<file path="src/rtl/soms_pkg.sv">
// Shared types and constants for the sequence offset match map unit.
// Used by every module of the block; depends on nothing.
package soms_pkg;

  localparam int unsigned SymAw    = 16;
  localparam int unsigned SymDepth = 1 << SymAw;
  localparam int unsigned SymW     = 8;
  localparam int unsigned MaxRows  = 400;
  localparam int unsigned MaxLags  = 256;

  localparam int unsigned WidthW  = 12;
  localparam int unsigned OffW    = 12;
  localparam int unsigned LagW    = 9;
  localparam int unsigned ViewW   = 17;
  localparam int unsigned RowW    = 9;
  localparam int unsigned CountW  = 12;
  localparam int unsigned FracW   = 17;
  localparam int unsigned BaseW   = RowW + WidthW;
  localparam int unsigned DiffW   = ViewW + 2;
  localparam int unsigned StepW   = $clog2(FracW + 1);
  localparam int unsigned RegAw   = 4;
  localparam int unsigned DataW   = 32;

  localparam logic [1:0] RegWidth  = 2'd0;
  localparam logic [1:0] RegOffset = 2'd1;
  localparam logic [1:0] RegLags   = 2'd2;
  localparam logic [1:0] RegView   = 2'd3;

  localparam logic [WidthW-1:0] WidthRst = WidthW'(1);
  localparam logic [OffW-1:0]   OffRst   = OffW'(0);
  localparam logic [LagW-1:0]   LagsRst  = LagW'(250);
  localparam logic [ViewW-1:0]  ViewRst  = ViewW'(0);

  typedef enum logic [2:0] {
    S_IDLE,
    S_SETUP,
    S_CHECK,
    S_READ,
    S_DRAIN,
    S_DIVGO,
    S_DIVW,
    S_OUT
  } state_e;

  typedef struct packed {
    logic [WidthW-1:0] window_width;
    logic [OffW-1:0]   start_offset;
    logic [LagW-1:0]   lag_count;
    logic [ViewW-1:0]  view_length;
  } cfg_t;

  typedef struct packed {
    logic busy;
    logic done;
  } div_stat_t;

  typedef struct packed {
    logic in_ready;
    logic mem_re;
    logic div_start;
    logic out_load;
  } ctrl_t;

endpackage

</file>
<file path="src/rtl/soms_div.sv">
// Restoring divider, one quotient bit per cycle: floor(count * 2^16 / divisor).
// Depends on soms_pkg; expects count not above divisor.
module soms_div (
  input  logic                        clk_i,
  input  logic                        rst_ni,
  input  logic                        start_i,
  input  logic [soms_pkg::CountW-1:0] count_i,
  input  logic [soms_pkg::WidthW-1:0] divisor_i,
  output logic [soms_pkg::FracW-1:0]  quot_o,
  output soms_pkg::div_stat_t         stat_o
);
  import soms_pkg::*;

  logic [WidthW:0]   rem_q, rem_d;
  logic [FracW-1:0]  quot_q, quot_d;
  logic [StepW-1:0]  step_q, step_d;
  logic              busy_q, busy_d;
  logic              done_q, done_d;
  logic              ge;
  logic [WidthW-1:0] rem_sub;

  always_comb begin
    ge      = rem_q >= {1'b0, divisor_i};
    rem_sub = ge ? WidthW'(rem_q - {1'b0, divisor_i}) : rem_q[WidthW-1:0];
    rem_d   = rem_q;
    quot_d  = quot_q;
    step_d  = step_q;
    busy_d  = busy_q;
    done_d  = 1'b0;
    if (start_i) begin
      rem_d  = (WidthW + 1)'(count_i);
      quot_d = '0;
      step_d = StepW'(FracW);
      busy_d = 1'b1;
    end else if (busy_q) begin
      rem_d  = {rem_sub, 1'b0};
      quot_d = {quot_q[FracW-2:0], ge};
      step_d = step_q - StepW'(1);
      if (step_q == StepW'(1)) begin
        busy_d = 1'b0;
        done_d = 1'b1;
      end
    end
  end

  always_ff @(posedge clk_i or negedge rst_ni) begin
    if (!rst_ni) begin
      step_q <= '0;
      busy_q <= 1'b0;
      done_q <= 1'b0;
    end else begin
      step_q <= step_d;
      busy_q <= busy_d;
      done_q <= done_d;
    end
  end

  always_ff @(posedge clk_i) begin
    rem_q  <= rem_d;
    quot_q <= quot_d;
  end

  assign quot_o      = quot_q;
  assign stat_o.busy = busy_q;
  assign stat_o.done = done_q;

endmodule

</file>
<file path="config.mk">
export PLATFORM = sky130hd
export DESIGN_NAME = soms_div
export DESIGN_NICKNAME = d
export VERILOG_FILES = /design/src/rtl/soms_pkg.sv /design/src/rtl/soms_div.sv
export SDC_FILE = /design/constraint.sdc
export NUM_CORES = 1
export LEC_CHECK = 0
export ABC_AREA = 1
export BUFFER_PORTS_ARGS = -buffer_cell sky130_fd_sc_hd__buf_2
export CORE_UTILIZATION = 50
export CTS_CLUSTER_DIAMETER = 60
export DETAILED_ROUTE_END_ITERATION = 10
export PLACE_DENSITY = 0.85
export SETUP_SLACK_MARGIN = 0.3
export SLEW_MARGIN = 20
export SYNTH_ARGS = -nofsm -noshare
export SYNTH_HDL_FRONTEND = slang
export SYNTH_SLANG_ARGS = --single-unit
</file>
<file path="constraint.sdc">
create_clock -name clk_i -period 1.95 [get_ports clk_i]
set_clock_uncertainty 0.1 [all_clocks]
set_input_delay 0.195 -clock clk_i [delete_from_list [all_inputs] [get_ports clk_i]]
set_output_delay 0.195 -clock clk_i [all_outputs]
set_load 0.01 [all_outputs]
</file>
Word-level counts from Yosys, hierarchy flattened
Index checks and enable logic that the tools add are counted.
- output and inout port bits: 19
- logic and storage cells: 22
- bits in registers: 37
- equal/unequal tests: 1
- add/subtract/negate cells: 2
- mux-type cells: 11
- reductions and logical operators: 1
- $lt $le $gt $ge: 1
- operator list (operator ; count):
    12-bit two-way mux ; 3
    13-bit by 12-bit greater-or-equal comparator with 1-bit output ; 1
    12-bit subtractor ; 1
    5-bit two-way mux ; 2
    1-bit two-way mux ; 6
    5-bit by 1-bit == test with 1-bit output (second input constant) ; 1
    5-bit by 1-bit subtractor with 5-bit output (second input constant) ; 1
    2-bit nonzero test ; 1

Logic depth before layout (Yosys ltp)
- depth in word-level cells: 4
- gate-level depth with buffers: 13

Worst setup path after synthesis
No wires, ideal clock.
- path kind: register to register
- start point: reg rem_q[0]
- end point: reg rem_q[7], data pin
- path buffers: 0
- data required time: 1.597 ns
- setup slack: -0.019 ns
- arrival time: 1.615 ns
- stages on the path, launching flop included: 13
- setup time: 0.253 ns
- period minus slack after synthesis: 1.969 ns
- path through: edfxtp_1 inv_1 ha_1 inv_1 fa_1 nand3_1 nand3_1 nand2_1 nand2_1 xnor2_1 nand2_1 nand3_1 nand2_1
- word-level cells in the longest chain between the ends: 4
- elaborated cells on any way between the ends: 5
- ends and longest elaborated chain (element ; line ; source):
    from (decl) ; soms_div.sv:14 ; logic [WidthW:0] rem_q, rem_d;
    from (signal assigned) ; soms_div.sv:59 ; rem_q <= rem_d;
    12-bit subtractor or 13-bit by 12-bit greater-or-equal comparator with 1-bit output (tied branches) ; soms_div.sv:24, soms_div.sv:23 ;
    12-bit two-way mux (*) ; soms_div.sv:24 ; rem_sub = ge ? WidthW'(rem_q - {1'b0, divisor_i}) : rem_q[WidthW-1:0];
    12-bit two-way mux (*) ; soms_div.sv:35 ; end else if (busy_q) begin
    12-bit two-way mux (*) ; soms_div.sv:30 ; if (start_i) begin
    via rem_d[7] ; soms_div.sv:14 ;
The timed path passes the listed nets; every way through them passes the cells marked *. The select of a mux whose other input is x is not followed.
A chain may end at the register's enable or synchronous reset.

Final worst setup path
- start point: reg rem_q[0]
- end point: reg rem_q[9], data pin
The elaborated chain is that of the path after synthesis.

==> out/metrics.yaml <==
status: "finished, violations left"
violations: "negative setup slack"
clock_latency_ns: 0.29
power.density_nw_per_um2: 1360
required_ns: 1.90
cts_sinks: 37
synth_most_common_cell: "nand2_1"
dieWidth_um: 71.8
drive_gt1_share_pct: 32.4
wl_met1_mm: 2.73
dr_wl_met3_um: 412
critPathKind: "reg2reg"
synth.distinct_cells: 32
nNetsFinal: 448
rsz0062_at_grt: "yes"
via_per_inst: 5.28
setup_viol: 11
die_h_um: 71.8
synth-edff-count: 12
place_hpwl_mm: 4.43
fin_crit_sh_pct: 103
synth_cells: 336
hold_path_class: "in2reg"
worst-path-max-fanout: 3
finalWeightedCongestion: 0.881
rows: 25
met2WireLength_mm: 3.12
fin_util_pct: 68.9
start_util_pct: 51.9
antenna_found_initial: 0
cap_violations: 0
ys_seq_area_share_pct: 36.8
cts.root.buffer_cell: "clkbuf_8"
yosys_warnings: 0
ys.flop_type: "dfxtp_1"
synthTopCellsByArea: "dfxtp_1 15%, edfxtp_1 15%, nand2_1 14%"
grt_max_degree: 26
portBuffers: 45
cts_buffers: 5
insertedDiodeCount: 0
max_freq_ghz: 0.499
grt_pass1_wl_mm: 10.2
gr-usage-all-layers_pct: 25.4
end_kind: "flip-flop"
grt_pass1_vias: 2340
pin_count: 46
htree_levels: 2
finalWorstSetupSlack_ns: -0.0540
worstSetupStartpointType: "flip-flop"
avgSynthCellArea_sq_um: 7.25
wl_per_cell_um: 13.9
worst_ir_drop_vdd_uv: 1010
drtIter0Drc: 141
routed_wirelength_mm: 6.40
setup-tns-final_ns: -0.387
drc: 0
coreArea_sq_um: 4690
p_total_mw: 4.41
worst_slew_pin_slew_ns: 0.489
ys_ff_latch: 37
synth_top_area_share_pct: 14.8
synth_top_area_cell: "dfxtp_1"
routed.top_layer: "met4"
relSlewSlack_pct: 67.4
leakagePower_nw: 1.67
critPathArrivalTime_ns: 1.96
hold_violations: 0
synthArstFlopShare_pct: 18.9
vias: 2434
min_period_ns: 2.00
synth_nets: 378
timing.final.max_slew_violations: 0
whs_ns: 0.0699
firstDrtPassIters: 5
syn_area_sq_um: 2430
grt-ovfl-total: 0
syn_to_final_growth_pct: 32.8
path_clk_slew_ns: 0.08
die-area_sq_um: 5150
ant_nets: 0
cts_max_path_buffers: 2
synth_commonest_cells: "94 x nand2_1, 68 x inv_1, 22 x nand3_1"
cts_tree: "built"
[cell usage in the layout, fill, tap and decap left out, types with 3 or more instances in the layout]
master,instances
nand2_4,4
nor2_1,14
nand3b_1,3
ha_1,4
a21oi_1,6
o21ai_0,5
edfxtp_1,12
nand3_2,3
inv_2,7
xnor2_1,5
clkbuf_8,5
nand2_1,81
buf_2,45
ha_4,10
nand4_1,15
dfxtp_1,18
inv_1,64
dfrtp_1,7
nand2_2,15
nand3_1,20
buf_6,3
nand3_4,3
o22ai_1,16
buf_4,21
nor2_2,4
[state kept, by name, summed over array words and instances, names as in the netlist]
signal,count
step_q,5
quot_o,17
busy_q,1
rem_q,13
done_q,1
[cell families after synthesis]
kind of cell | share of synthesized area, %
flops | 36.8
simple gates | 32.3
compound gates | 7.04
xor+xnor | 1.80
buf+inv | 14.1
fa+ha+maj | 8.02
[where the power goes]
part           switching, mW  internal [mW]  total, mW  leakage, nW
logic                   1.41           1.22       2.64         1.26
registers              0.162           1.00       1.16        0.358
clock network          0.282          0.328      0.610       0.0534
total                   1.86           2.55       4.41         1.67
[worst max-delay path, stage by stage, from the launching register on]
cell	delay, ns
edfxtp_1	0.39
inv_2	0.07
ha_1	0.15
inv_2	0.05
fa_2	0.34
nand3_2	0.11
nand3_4	0.08
nand2_1	0.10
nand3b_1	0.10
nand2_1	0.08
nand2_1	0.05
nand3_1	0.08
nand2_1	0.07
[worst paths after layout]
check,startpoint,endpoint,slack (ns),depth (start not counted)
setup / recovery,rem_q[0],rem_q[9],-0.05,12
hold / removal,count_i[0],rem_q[0],0.07,3
hold reg to reg,quot_o[16],quot_o[16],0.39,2
setup reg to reg,rem_q[0],rem_q[9],-0.05,12
max in group asynchronous,rst_ni,step_q[1],1.43,2
min in group asynchronous,rst_ni,busy_q,0.16,2
[metal layers]
layer,GRT usage (%),vias to the layer above
li1,-,1214
met1,32.4,1098
met2,42.8,108
met3,5.20,14
met4,9.37,0
met5,0,-
[layout make-up]
class                   count  area, sq um
repair buffers             73          482
flip-flops and latches     37          896
fillers                   369         1460
inverters                  73          275
clock buffers               7         97.6
multi-input cells         216         1410
clock inverters             1         5.00
well taps                  54         67.6
[through the flow]
| step | cell area [sq um] | std cells | worst slack (ns) |
|---|---|---|---|
| after floorplan | 2570 | 336 | 0.0885 |
| after global placement | 2950 | 443 | -0.0574 |
| after detailed placement | 2950 | 443 | -0.0731 |
| after CTS | 3110 | 455 | -0.0314 |
| after global routing | 3230 | 461 | -0.145 |
| final | 3230 | 461 | -0.0540 |
[timing repair]
item,4_1_cts,5_1_grt
pin swaps,16,12
buffers inserted,3,5
gates cloned,0,1
hold buffers,1,0
hold endpoints to repair,7,0
gates resized for setup,8,21
endpoints found under the setup margin,14,13
Note: power is estimated with default switching activity, not from simulation.
