<file path="config.mk">
export PLATFORM = sky130hd
export DESIGN_NAME = soms_cfg
export DESIGN_NICKNAME = d
export VERILOG_FILES = /design/src/rtl/soms_pkg.sv /design/src/rtl/soms_cfg.sv
export SDC_FILE = /design/constraint.sdc
export NUM_CORES = 1
export LEC_CHECK = 0
export BUFFER_PORTS_ARGS = -buffer_cell sky130_fd_sc_hd__buf_2
export CORE_MARGIN = 5
export CORE_UTILIZATION = 41
export CTS_CLUSTER_DIAMETER = 100
export DETAILED_ROUTE_END_ITERATION = 6
export GPL_TIMING_DRIVEN = 0
export PLACE_DENSITY = 0.77
export SYNTH_ARGS = -nofsm -noshare
export SYNTH_HDL_FRONTEND = slang
export SYNTH_SLANG_ARGS = --single-unit
</file>
<file path="constraint.sdc">
create_clock -name clk_i -period 1 [get_ports clk_i]
set_input_delay 0.2 -clock clk_i [delete_from_list [all_inputs] [get_ports clk_i]]
set_output_delay 0.2 -clock clk_i [all_outputs]
set_load 0.01 [all_outputs]
</file>
<file path="src/rtl/soms_pkg.sv">
// Shared types and constants for the sequence offset match map unit.
// Used by every module of the block; depends on nothing.
package soms_pkg;

  localparam int unsigned SymAw    = 16;
  localparam int unsigned SymDepth = 1 << SymAw;
  localparam int unsigned SymW     = 8;
  localparam int unsigned MaxRows  = 400;
  localparam int unsigned MaxLags  = 256;

  localparam int unsigned WidthW  = 12;
  localparam int unsigned OffW    = 12;
  localparam int unsigned LagW    = 9;
  localparam int unsigned ViewW   = 17;
  localparam int unsigned RowW    = 9;
  localparam int unsigned CountW  = 12;
  localparam int unsigned FracW   = 17;
  localparam int unsigned BaseW   = RowW + WidthW;
  localparam int unsigned DiffW   = ViewW + 2;
  localparam int unsigned StepW   = $clog2(FracW + 1);
  localparam int unsigned RegAw   = 4;
  localparam int unsigned DataW   = 32;

  localparam logic [1:0] RegWidth  = 2'd0;
  localparam logic [1:0] RegOffset = 2'd1;
  localparam logic [1:0] RegLags   = 2'd2;
  localparam logic [1:0] RegView   = 2'd3;

  localparam logic [WidthW-1:0] WidthRst = WidthW'(1);
  localparam logic [OffW-1:0]   OffRst   = OffW'(0);
  localparam logic [LagW-1:0]   LagsRst  = LagW'(250);
  localparam logic [ViewW-1:0]  ViewRst  = ViewW'(0);

  typedef enum logic [2:0] {
    S_IDLE,
    S_SETUP,
    S_CHECK,
    S_READ,
    S_DRAIN,
    S_DIVGO,
    S_DIVW,
    S_OUT
  } state_e;

  typedef struct packed {
    logic [WidthW-1:0] window_width;
    logic [OffW-1:0]   start_offset;
    logic [LagW-1:0]   lag_count;
    logic [ViewW-1:0]  view_length;
  } cfg_t;

  typedef struct packed {
    logic busy;
    logic done;
  } div_stat_t;

  typedef struct packed {
    logic in_ready;
    logic mem_re;
    logic div_start;
    logic out_load;
  } ctrl_t;

endpackage

</file>
<file path="src/rtl/soms_cfg.sv">
// Configuration registers behind an APB-style port, with read back.
// Depends on soms_pkg for register codes, widths and reset values.
module soms_cfg (
  input  logic                       clk_i,
  input  logic                       rst_ni,
  input  logic                       psel,
  input  logic                       penable,
  input  logic                       pwrite,
  input  logic [soms_pkg::RegAw-1:0] paddr,
  input  logic [soms_pkg::DataW-1:0] pwdata,
  output logic [soms_pkg::DataW-1:0] prdata,
  output logic                       pready,
  output soms_pkg::cfg_t             cfg_o
);
  import soms_pkg::*;

  cfg_t cfg_q, cfg_d;
  logic wr_en;

  assign pready = 1'b1;
  assign wr_en  = psel & penable & pwrite & pready;

  always_comb begin
    cfg_d = cfg_q;
    if (wr_en) begin
      unique case (paddr[3:2])
        RegWidth:  cfg_d.window_width = pwdata[WidthW-1:0];
        RegOffset: cfg_d.start_offset = pwdata[OffW-1:0];
        RegLags:   cfg_d.lag_count    = pwdata[LagW-1:0];
        RegView:   cfg_d.view_length  = pwdata[ViewW-1:0];
        default:   cfg_d = cfg_q;
      endcase
    end
  end

  always_comb begin
    unique case (paddr[3:2])
      RegWidth:  prdata = DataW'(cfg_q.window_width);
      RegOffset: prdata = DataW'(cfg_q.start_offset);
      RegLags:   prdata = DataW'(cfg_q.lag_count);
      RegView:   prdata = DataW'(cfg_q.view_length);
      default:   prdata = '0;
    endcase
  end

  always_ff @(posedge clk_i or negedge rst_ni) begin
    if (!rst_ni) begin
      cfg_q.window_width <= WidthRst;
      cfg_q.start_offset <= OffRst;
      cfg_q.lag_count    <= LagsRst;
      cfg_q.view_length  <= ViewRst;
    end else begin
      cfg_q <= cfg_d;
    end
  end

  assign cfg_o = cfg_q;

endmodule

</file>
* After elaboration in Yosys (flattened, before gate mapping)
Index checks and enable logic that the tools add are counted.
Storage, ports and cells: word-level logic and storage cells 15, input port bits 41, register bits after elaboration 50, output and inout bits 83
Cells by class: mux-type cells 1, reduce and logical (&&, ||, !) cells 5, equality and inequality tests 3, bitwise gates (word level) 2
Operators by type and width (number):
- $pmux W32 S4 | 1
- $reduce_and A2 Y1 | 4
- $eq A2 B2 Y1 const B | 2
- $and A1 B1 Y1 | 2
- $eq A2 B1 Y1 const B | 1
- $logic_not A2 Y1 | 1

* Longest topological paths before layout
Gate-level depths: netlist of run 1.
depth after elaboration 3, depth in mapped cells 4

* Worst setup path after synthesis of run 1
Ideal clock, no wire load.
path kind input to register, start in pwrite, end reg cfg_q, in the netlist cfg_o[27], library setup time 125 ps, arrival time 1157 ps, stages on the path 4, path slack -282 ps, data required time 875 ps, cell sequence nand3_2 -> or3b_4 -> buf_6 -> mux2_4
Between the ends: longest elaborated chain between the ends 2
RTL lines:
- start: declaration | RTL line soms_cfg.sv:8 | input logic pwrite,
- $and A1 B1 Y1 | RTL line soms_cfg.sv:21 | assign wr_en = psel & penable & pwrite & pready;
- $reduce_and A2 Y1 (no source line)
- end signal: assignment | RTL line soms_cfg.sv:53 | cfg_q <= cfg_d;
- end: declaration | RTL line soms_cfg.sv:17 | cfg_t cfg_q, cfg_d;
No other way between the ends. A chain may end at the register's enable or synchronous reset.

* Worst setup path in the final report of run 1
start reg cfg_q, in the netlist cfg_o[0], end out prdata[0] (netlist name)
Between the ends: longest elaborated chain between the ends 1
RTL lines:
- $pmux W32 S4 | RTL line soms_cfg.sv:37 | unique case (paddr[3:2])
- end: declaration | RTL line soms_cfg.sv:11 | output logic [soms_pkg::DataW-1:0] prdata,
No other way between the ends. The select of a mux whose other input is x is not followed.

==> run metrics, run 1 <==
top post-synthesis cells by count=dfrtp_1 (43), mux2_2 (40), buf_4 (18), mux2_4 (10), mux4_2 (9); Relative slew margins=25.2%; worst hold-check path type=input pin to async pin; die width=86.1 um; outcome=complete, but fails checks; Post-DRT Antenna Nets=0; largest net degree at the start of global routing=about 50; CP max stage cell=mux4_2; FF-to-FF End=cfg_o[4]; clk_skew=0 ns; CTS Hold Bufs=0; GP Congestion=0.714; Crit Path Category=flip-flop to output pin; CP Launch Type=flip-flop; Setup TNS Final=-13.92 ns; RSZ-0062 raised after global routing=true; chip height=86.1 um; GRT Util Overall=19.4%; crit-path cells=mux4_2 > buf_6; most common cell in the synthesized netlist=dfrtp_1; CP arrival=1.36 ns; Cell Area, Synth=2370 um^2; syn_area_per_cell=~15 um^2; failing checks=negative setup slack; Yosys cell types=21; worst-path fanout max=2; max FFs per register=50; synth warn=0; Setup Slack @ Placement=-0.715 ns; Initial Util=42.6%; top-area cell type share of the netlist area=45.3%; Async SR Flop Fraction=100%; Vias/cell=4.85; clk_lat worst skew=0.30 ns; Finish-stage setup viols=96; Nets=359; DRC Markers=0; Buf/Inv on CP=1; power per cell area=1930 nW/um^2; TritonCTS clock tree=done; R2R depth=3; CP peak stage delay=between 0.5 and 0.6 ns; R2R setup slack=-0.01 ns; I/O pin total=approximately 120; Crit. End Element=output pin; Yosys reg bits=50; Reg-to-Reg Start=cfg_o[4]; post-DP HPWL=4.13 mm; Worst VDD drop=0.00117 V; Hold Vio Cnt, Final=0; Worst-Margin Slew=1.12 ns; PortBufs=90; cell family with most CP delay=multiplexers; f_max=between 600 and 700 MHz; Area contributors post-synth=dfrtp_1 (45%), mux2_2 (19%), mux4_2 (8.5%), dfstp_2 (7.7%), mux2_4 (6.3%); WL/cell=approximately 19 um; layout cell share with drive strength beyond 1=77.1%; vias in the first global route=~2000; die area=7410 um^2; first-pass GRT wire length=around 11 mm; CTS H-tree depth=2; initial antenna violation count=0; Pleak=2.08 nW; fin worst setup slack=-0.558 ns; MaxCap Viol Count=0; number of detailed-route iterations in the first pass=4; clk slew on worst S/H paths=0.10 ns; Slew Limit Fails=0; fill cell count=around 360; cell taking the most area after synthesis=dfrtp_1; Rows=27; EDFF count, synth=0; Final min period=1.56 ns; root buffer cell=clkbuf_8; Floorplan Core Area=5570 um^2; overall routed net length=7.36 mm; required time worst endpoint=0.80 ns; CTS Sinks=50; antenna cells=0; final worst-path cycle share=156%; 1st-iter DRT viols=31; Area Growth Syn to Fin=75.6%; via count=1896; Longest Clk Path Bufs=2; CTS Buf Count=5; sequential area share after synthesis=~53%; Cells after Synth=155; Overflow after GRT=0; top_reg_cell synth=dfrtp_1
what timing repair did:
item                       4_1_cts  5_1_grt
buffers inserted                38       18
gates resized for setup        104       44
gates cloned                     2        2
pin swaps                        9        4
setup endpoints to repair      104       95
cell families after synthesis:
kind of cell           count (synthesis)  synth area share [%]
flip-flops                            50                  53.1
buffers and inverters                 24                  7.11
AND/OR/NAND/NOR                       14                  3.79
multiplexers                          62                  35.1
other                                  2                 0.316
AO/OA/AOI/OAI                          3                 0.632
report_power, final:
part / internal, mW / switching (mW)
sequential: 2.54 / 0.366
combinational: 2.43 / 1.26
clock: 0.747 / 0.676
total: 5.73 / 2.31
final cells by class:
class / instances / area, um^2 / share of cell area [%]
timing repair buffer: 142 / 1390 / 33.3
buffer: 24 / 221 / 5.31
multi-input combinational: 95 / 1100 / 26.4
sequential: 50 / 1260 / 30.2
clock inverter: 2 / 37.5 / 0.900
clock buffer: 6 / 72.6 / 1.74
tap: 72 / 90.1 / 2.16
metal layers:
layer	GRT usage, %	share of wire (%)	routed length, um	vias up
met1	23.2	38	2820	948
li1	-	-	-	857
met5	0	0	0	-
met3	5.48	7.7	566	10
met4	3.02	0.96	71	0
met2	35.2	53	3900	81
placed cells by master, fill, tap and decap left out:
master / count
mux2_4: 25
buf_6: 96
nor3b_4: 1
dfrtp_1: 43
buf_4: 27
nand3_4: 1
clkbuf_2: 1
nand3_1: 3
buf_8: 2
mux4_2: 9
bufinv_16: 1
and3_1: 3
nor3_4: 1
conb_1: 16
and3_4: 2
buf_16: 2
mux2_2: 25
o21ai_1: 3
dfstp_2: 7
clkbuf_1: 1
buf_12: 3
clkinvlp_4: 1
or3b_4: 1
buf_2: 35
nand2_1: 1
mux2i_1: 3
nor2_4: 1
clkbuf_8: 5
stage by stage:
stage	total power [mW]	hold slack [ns]	util [%]	instances	instance area [um^2]
after CTS	7.71	0.121	70.8	379	3950
after global placement	4.83	0.438	53.7	331	2990
after detailed placement	4.90	0.439	53.7	331	2990
after floorplan	4.00	-0.0956	-	169	2450
final	8.03	0.103	74.8	391	4170
after global routing	8.45	0.126	74.8	391	4170
how the worst max path moves through the flow:
stage / startpoint / depth (start not counted) / end
CTS: cfg_o[17] / 2 / prdata[0]
floorplan: pwrite / 4 / cfg_o[27]
finish: cfg_o[0] / 2 / prdata[0]
detailed placement: paddr[2] / 5 / cfg_o[10]
global placement: paddr[2] / 5 / cfg_o[13]
global route: cfg_o[17] / 2 / prdata[0]
Note: power is estimated with default switching activity, not from simulation.
==> inputs of run 2 (changes only) <==
--- a/config.mk
+++ b/config.mk
@@ -11,7 +11,7 @@
 export CTS_CLUSTER_DIAMETER = 100
 export DETAILED_ROUTE_END_ITERATION = 6
 export GPL_TIMING_DRIVEN = 0
-export PLACE_DENSITY = 0.77
+export PLACE_DENSITY_LB_ADDON = 0.2
 export SYNTH_ARGS = -nofsm -noshare
 export SYNTH_HDL_FRONTEND = slang
 export SYNTH_SLANG_ARGS = --single-unit
==> run 2 against run 1 <==
The run still ends with negative setup slack left. Die area unchanged. Sequential cell count unchanged. Via count down 2.2%. Maximum frequency up 0.72%. Setup slack better by 0.011 ns. Clock skew unchanged. First-iteration DRC count up 100%. Non-clock buffer count up 1. Sequential share of layout area up 0.41 points. Critical path depth unchanged. Largest cell class unchanged. Largest power group unchanged.
==> run metrics, run 2 (synthesis gave the netlist of run 1 again) <==
most common cell after layout, fill and taps aside=buf_6 (unchanged); CTS Buf Count=5 (unchanged); Setup TNS Final=-13.88 ns (was -13.92 ns); sequential power share=36.7% (was 36.2%); clk_skew=0 ns (unchanged); Pint=5.67 mW (was 5.73 mW); initial antenna violation count=0 (unchanged); Relative slew margins=26.7% (was 25.2%); Hold Vio Cnt, Final=0 (unchanged); CTS Sinks=50 (unchanged); Vias/cell=4.73 (was 4.85); final worst-path cycle share=155% (was 156%); DRC Markers=0 (unchanged); CP arrival=1.35 ns (was 1.36 ns); Crit. End Element=output pin (unchanged); WL/cell=17.4 um (was 18.8 um); Floorplan Core Area=5570 um^2 (unchanged); chip height=86.1 um (unchanged); Gate power share=45.4% (was 46.0%); Area Growth Syn to Fin=73.2% (was 75.6%); CP Launch Type=flip-flop (unchanged); Cells after DPL=331 (unchanged); PortBufs=90 (unchanged); worst hold-check path type=input pin to async pin (unchanged); RSZ-0062 raised after global routing=true (unchanged); fin worst setup slack=-0.547 ns (was -0.558 ns); failing checks=negative setup slack (unchanged); post-DP HPWL=3.96 mm (was 4.13 mm); Slew Limit Fails=0 (unchanged); Longest Clk Path Bufs=2 (unchanged); MaxCap Viol Count=0 (unchanged); Nets=360 (was 359); overall routed net length=6.82 mm (was 7.36 mm); Util after Layout=73.8% (was 74.8%); Rows=27 (unchanged); worst hold slack=0.102 ns (was 0.103 ns); Tot Pwr=7.93 mW (was 8.03 mW); I/O pin total=124 (unchanged); Non-Filler Instances=392 (was 391); die area=7410 um^2 (unchanged); required time worst endpoint=0.80 ns (about the same); antenna cells=0 (unchanged); CTS H-tree depth=2 (unchanged); f_max=646 MHz (was 642 MHz); Final min period=1.55 ns (was 1.56 ns); Overflow after GRT=0 (unchanged); TritonCTS clock tree=done (unchanged); power per cell area=1930 nW/um^2 (about the same); cell area after layout=4110 um^2 (was 4170 um^2); layout cell share with drive strength beyond 1=76.6% (was 77.1%); GP Congestion=0.736 (was 0.714); clk_lat worst skew=0.30 ns (about the same); 1st-iter DRT viols=62 (was 31); first-pass GRT wire length=10.2 mm (was 11.0 mm); Setup Slack @ Placement=-0.724 ns (was -0.715 ns); Worst VDD drop=0.00129 V (was 0.00117 V); most frequent cells in the layout=buf_6 (86), buf_2 (44), dfrtp_1 (43), buf_4 (29), mux2_4 (28) (was buf_6 (96), dfrtp_1 (43), buf_2 (35), buf_4 (27)); Clock power frac=17.9% (was 17.7%); placed inst area=2990 um^2 (unchanged); number of detailed-route iterations in the first pass=4 (unchanged); Switching Share=28.4% (was 28.7%); Pleak=2.08 nW (about the same); Post-DRT Antenna Nets=0 (unchanged); max FFs per register=50 (unchanged); clk slew on worst S/H paths=0.09 ns (was 0.10 ns); P_sw=2.25 mW (was 2.31 mW); GRT Util Overall=18.0% (was 19.4%); Finish-stage setup viols=89 (was 96); Worst-Margin Slew=1.10 ns (was 1.12 ns); CTS Hold Bufs=0 (unchanged); root buffer cell=clkbuf_8 (unchanged); via count=1854 (was 1896); outcome=complete, but fails checks (unchanged); worst-path fanout max=2 (unchanged); die width=86.1 um (unchanged); largest net degree at the start of global routing=51 (unchanged); Crit Path Category=flip-flop to output pin (unchanged); vias in the first global route=1950 (was 2024); Initial Util=42.6% (unchanged)
-- run 2: layout make-up --
type / instances / area, um^2
Clock buffer: 6 / 72.6
Tap cell: 72 / 90.1
Buffer: 24 / 214
Timing Repair Buffer: 143 / 1340
Fill cell: 381 / 1460
Multi-Input combinational cell: 95 / 1100
Clock inverter: 2 / 37.5
Sequential cell: 50 / 1260
-- run 2: worst paths after layout --
kind,startpoint,endpoint,slack [ns],cells past startpoint
min in group clk_i,pwdata[13],cfg_o[13],0.12,2
max in group asynchronous,rst_ni,cfg_o[44],0.23,1
max reg2reg,cfg_o[7],cfg_o[7],0,3
max,cfg_o[5],prdata[5],-0.55,2
min reg2reg,cfg_o[10],cfg_o[10],0.54,1
min,rst_ni,cfg_o[12],0.10,1
-- run 2: worst max-delay path, cell delays in order (launching register included) --
cell     delay, ns
dfrtp_1       0.40
mux4_2        0.50
buf_6         0.14
-- run 2: repair_timing --
action | 4_1_cts | 5_1_grt
pin swaps | 9 | 4
endpoints found under the hold margin | 0 | 0
buffers inserted | 34 | 22
gates resized for setup | 86 | 51
cloned | 2 | 2
setup endpoints to repair | 104 | 91
-- run 2: power groups by stage --
stage	Clock (mW)	Sequential (mW)	Combinational, mW
2_1_floorplan	0	3.10	0.894
3_3_place_gp	0	2.91	1.93
3_5_place_dp	0	2.92	1.96
4_1_cts	1.46	2.88	3.11
5_1_grt	1.56	2.97	3.83
6_report	1.42	2.91	3.60
-- run 2: per-layer routing --
layer	share of wire, %	wire length (um)	track usage (%)	vias up
met4	0.63	43	4.32	0
met1	41	2790	22.5	913
li1	-	-	-	867
met5	0	0	0	-
met3	7.6	517	5.19	5
met2	51	3470	30.6	69
==> inputs of run 3 (changes only) <==
--- a/config.mk
+++ b/config.mk
@@ -7,7 +7,7 @@
 export LEC_CHECK = 0
 export BUFFER_PORTS_ARGS = -buffer_cell sky130_fd_sc_hd__buf_2
 export CORE_MARGIN = 5
-export CORE_UTILIZATION = 41
+export CORE_UTILIZATION = 45
 export CTS_CLUSTER_DIAMETER = 100
 export DETAILED_ROUTE_END_ITERATION = 6
 export GPL_TIMING_DRIVEN = 0
==> constraint.sdc (replaced) <==
create_clock -name clk_i -period 1.7 [get_ports clk_i]
set_input_delay 0.34 -clock clk_i [delete_from_list [all_inputs] [get_ports clk_i]]
set_output_delay 0.34 -clock clk_i [all_outputs]
set_load 0.01 [all_outputs]
==> run 3 against run 2 <==
Total power decreased by 55%. The run now ends clean. Highest routed layer unchanged. Sequential cell count unchanged. Routed wire length decreased by 23%.
==> run metrics, run 3 (synthesis gave the netlist of run 1 again) <==
clk_lat worst skew=0.29 ns (was 0.30 ns); 1st-iter DRT viols=54 (was 62); top sig layer=met4 (unchanged); CTS Buf Count=5 (unchanged); WL/cell=15.2 um (was 17.4 um); TritonCTS clock tree=done (unchanged); routed metal-1 wire length=2.23 mm (was 2.79 mm); first-pass GRT wire length=7.77 mm (was 10.2 mm); chip height=82.6 um (was 86.1 um); R2R depth=2 (was 3); MaxCap Viol Count=0 (unchanged); most common cell after layout, fill and taps aside=buf_2 (was buf_6); RSZ-0062 raised after global routing=true (unchanged); CP Launch Type=flip-flop (unchanged); CP arrival=1.32 ns (was 1.35 ns); overall routed net length=5.25 mm (was 6.82 mm); die width=82.6 um (was 86.1 um); Crit. End Element=output pin (unchanged); CTS H-tree depth=2 (unchanged); Worst-Margin Slew=1.10 ns (about the same); clk_skew=0 ns (unchanged); Hold Vio Cnt, Final=0 (unchanged); Slew Limit Fails=0 (unchanged); root buffer cell=clkbuf_8 (unchanged); layout cell share with drive strength beyond 1=71.0% (was 76.6%); Nets=316 (was 360); PortBufs=90 (unchanged); GRT Util Overall=15.4% (was 18.0%); post-DP HPWL=3.83 mm (was 3.96 mm); Worst VDD drop=0.000727 V (was 0.00129 V); Floorplan Core Area=5110 um^2 (was 5570 um^2); Crit Path Category=flip-flop to output pin (unchanged); I/O pin total=124 (unchanged); antenna cells=0 (unchanged); CTS Hold Bufs=0 (unchanged); Util after Layout=61.7% (was 73.8%); Non-Filler Instances=346 (was 392); CTS Sinks=50 (unchanged); CP max stage cell=mux4_2 (unchanged); via count=1631 (was 1854); vias in the first global route=1463 (was 1950); Vias/cell=4.71 (was 4.73); Pleak=1.64 nW (was 2.08 nW); Cells after DPL=329 (was 331); Area Growth Syn to Fin=32.7% (was 73.2%); clk slew on worst S/H paths=0.09 ns (about the same); max FFs per register=50 (unchanged); met3 WL=466 um (was 517 um); number of detailed-route iterations in the first pass=2 (was 4); Initial Util=46.5% (was 42.6%); outcome=finished, final reports clean (was complete, but fails checks); Tot Pwr=3.58 mW (was 7.93 mW); power per cell area=1140 nW/um^2 (was 1930 nW/um^2); worst hold-check path type=input pin to async pin (unchanged); Overflow after GRT=0 (unchanged); required time worst endpoint=1.36 ns (was 0.80 ns); largest net degree at the start of global routing=51 (unchanged); DRC Markers=0 (unchanged); CP peak stage delay=0.48 ns (was 0.50 ns); Final min period=1.66 ns; die area=6830 um^2 (was 7410 um^2); Relative slew margins=26.8% (was 26.7%); most frequent cells in the layout=buf_2 (89), dfrtp_1 (43), mux2_2 (40), buf_4 (28), conb_1 (16) (was buf_6 (86), buf_2 (44), dfrtp_1 (43), buf_4 (29), mux2_4 (28)); crit-path cells=mux4_2 > buf_6 (unchanged); Routed met2 length=2.51 mm (was 3.47 mm); f_max=601 MHz; Finish-stage setup viols=0 (was 89); initial antenna violation count=0 (unchanged); worst-path fanout max=3 (was 2); Post-DRT Antenna Nets=0 (unchanged); Longest Clk Path Bufs=2 (unchanged); Rows=26 (was 27); GP Congestion=0.699 (was 0.736); worst hold slack=0.236 ns (was 0.102 ns); final worst-path cycle share=97.9%
-- run 3: changes by cell type in the layout (fill, tap and decap cells not counted), moves of 3 or more --
cell	delta
buf_6	-82
clkbuf_1	+3
mux2_4	-18
o21ai_0	+3
buf_8	-3
mux2_2	+18
buf_2	+45
o21ai_1	-3
-- run 3: layer usage --
layer	vias up	global-route usage, %
met4	0	3.43
met2	61	24.7
met3	7	4.12
met1	793	20.9
li1	770	-
met5	-	0
-- run 3: power breakdown --
| part | leakage [nW] | switching, mW | internal (mW) |
|---|---|---|---|
| logic | 0.996 | 0.526 | 0.710 |
| clock network | 0.0395 | 0.364 | 0.293 |
| registers | 0.601 | 0.194 | 1.50 |
| total | 1.64 | 1.08 | 2.50 |
-- run 3: what timing repair did --
item	CTS	global route
buffers inserted	0	9
gates resized for setup	5	5
endpoints found under the setup margin	12	7
hold endpoints to repair	0	0
-- run 3: cell type report --
| type | instances | area, um^2 |
|---|---|---|
| clock buffer | 8 | 80.1 |
| tap | 70 | 87.6 |
| timing repair buffer | 99 | 539 |
| sequential | 50 | 1260 |
| buffer | 24 | 185 |
| multi-input combinational | 95 | 998 |
| fill | 435 | 1960 |
-- run 3: critical path: cells and delay by family (launching register included) --
kind / cells / cell delay (ns)
buffers and inverters: 1 / 0.14
flip-flops: 1 / 0.41
multiplexers: 1 / 0.48
-- run 3: worst paths after layout --
path,startpoint,slack [ns],end
min in group clk_i,pwdata[12],0.27,cfg_o[12]
max in group asynchronous,rst_ni,0.78,cfg_o[36]
setup reg to reg,cfg_o[3],0.81,cfg_o[3]
hold reg to reg,cfg_o[12],0.53,cfg_o[12]
hold / removal,rst_ni,0.24,cfg_o[12]
setup / recovery,cfg_o[41],0.04,prdata[3]
-- run 3: metrics by stage --
step / area, um^2 / setup TNS (ns) / setup slack, ns
5_1_grt: 3150 / -0.0506 / -0.0215
3_3_place_gp: 2970 / -3.70 / -0.282
3_5_place_dp: 2970 / -3.65 / -0.272
6_report: 3150 / 0 / 0.0359
2_1_floorplan: 2430 / 0 / 0.272
4_1_cts: 3060 / 0 / 0.00558
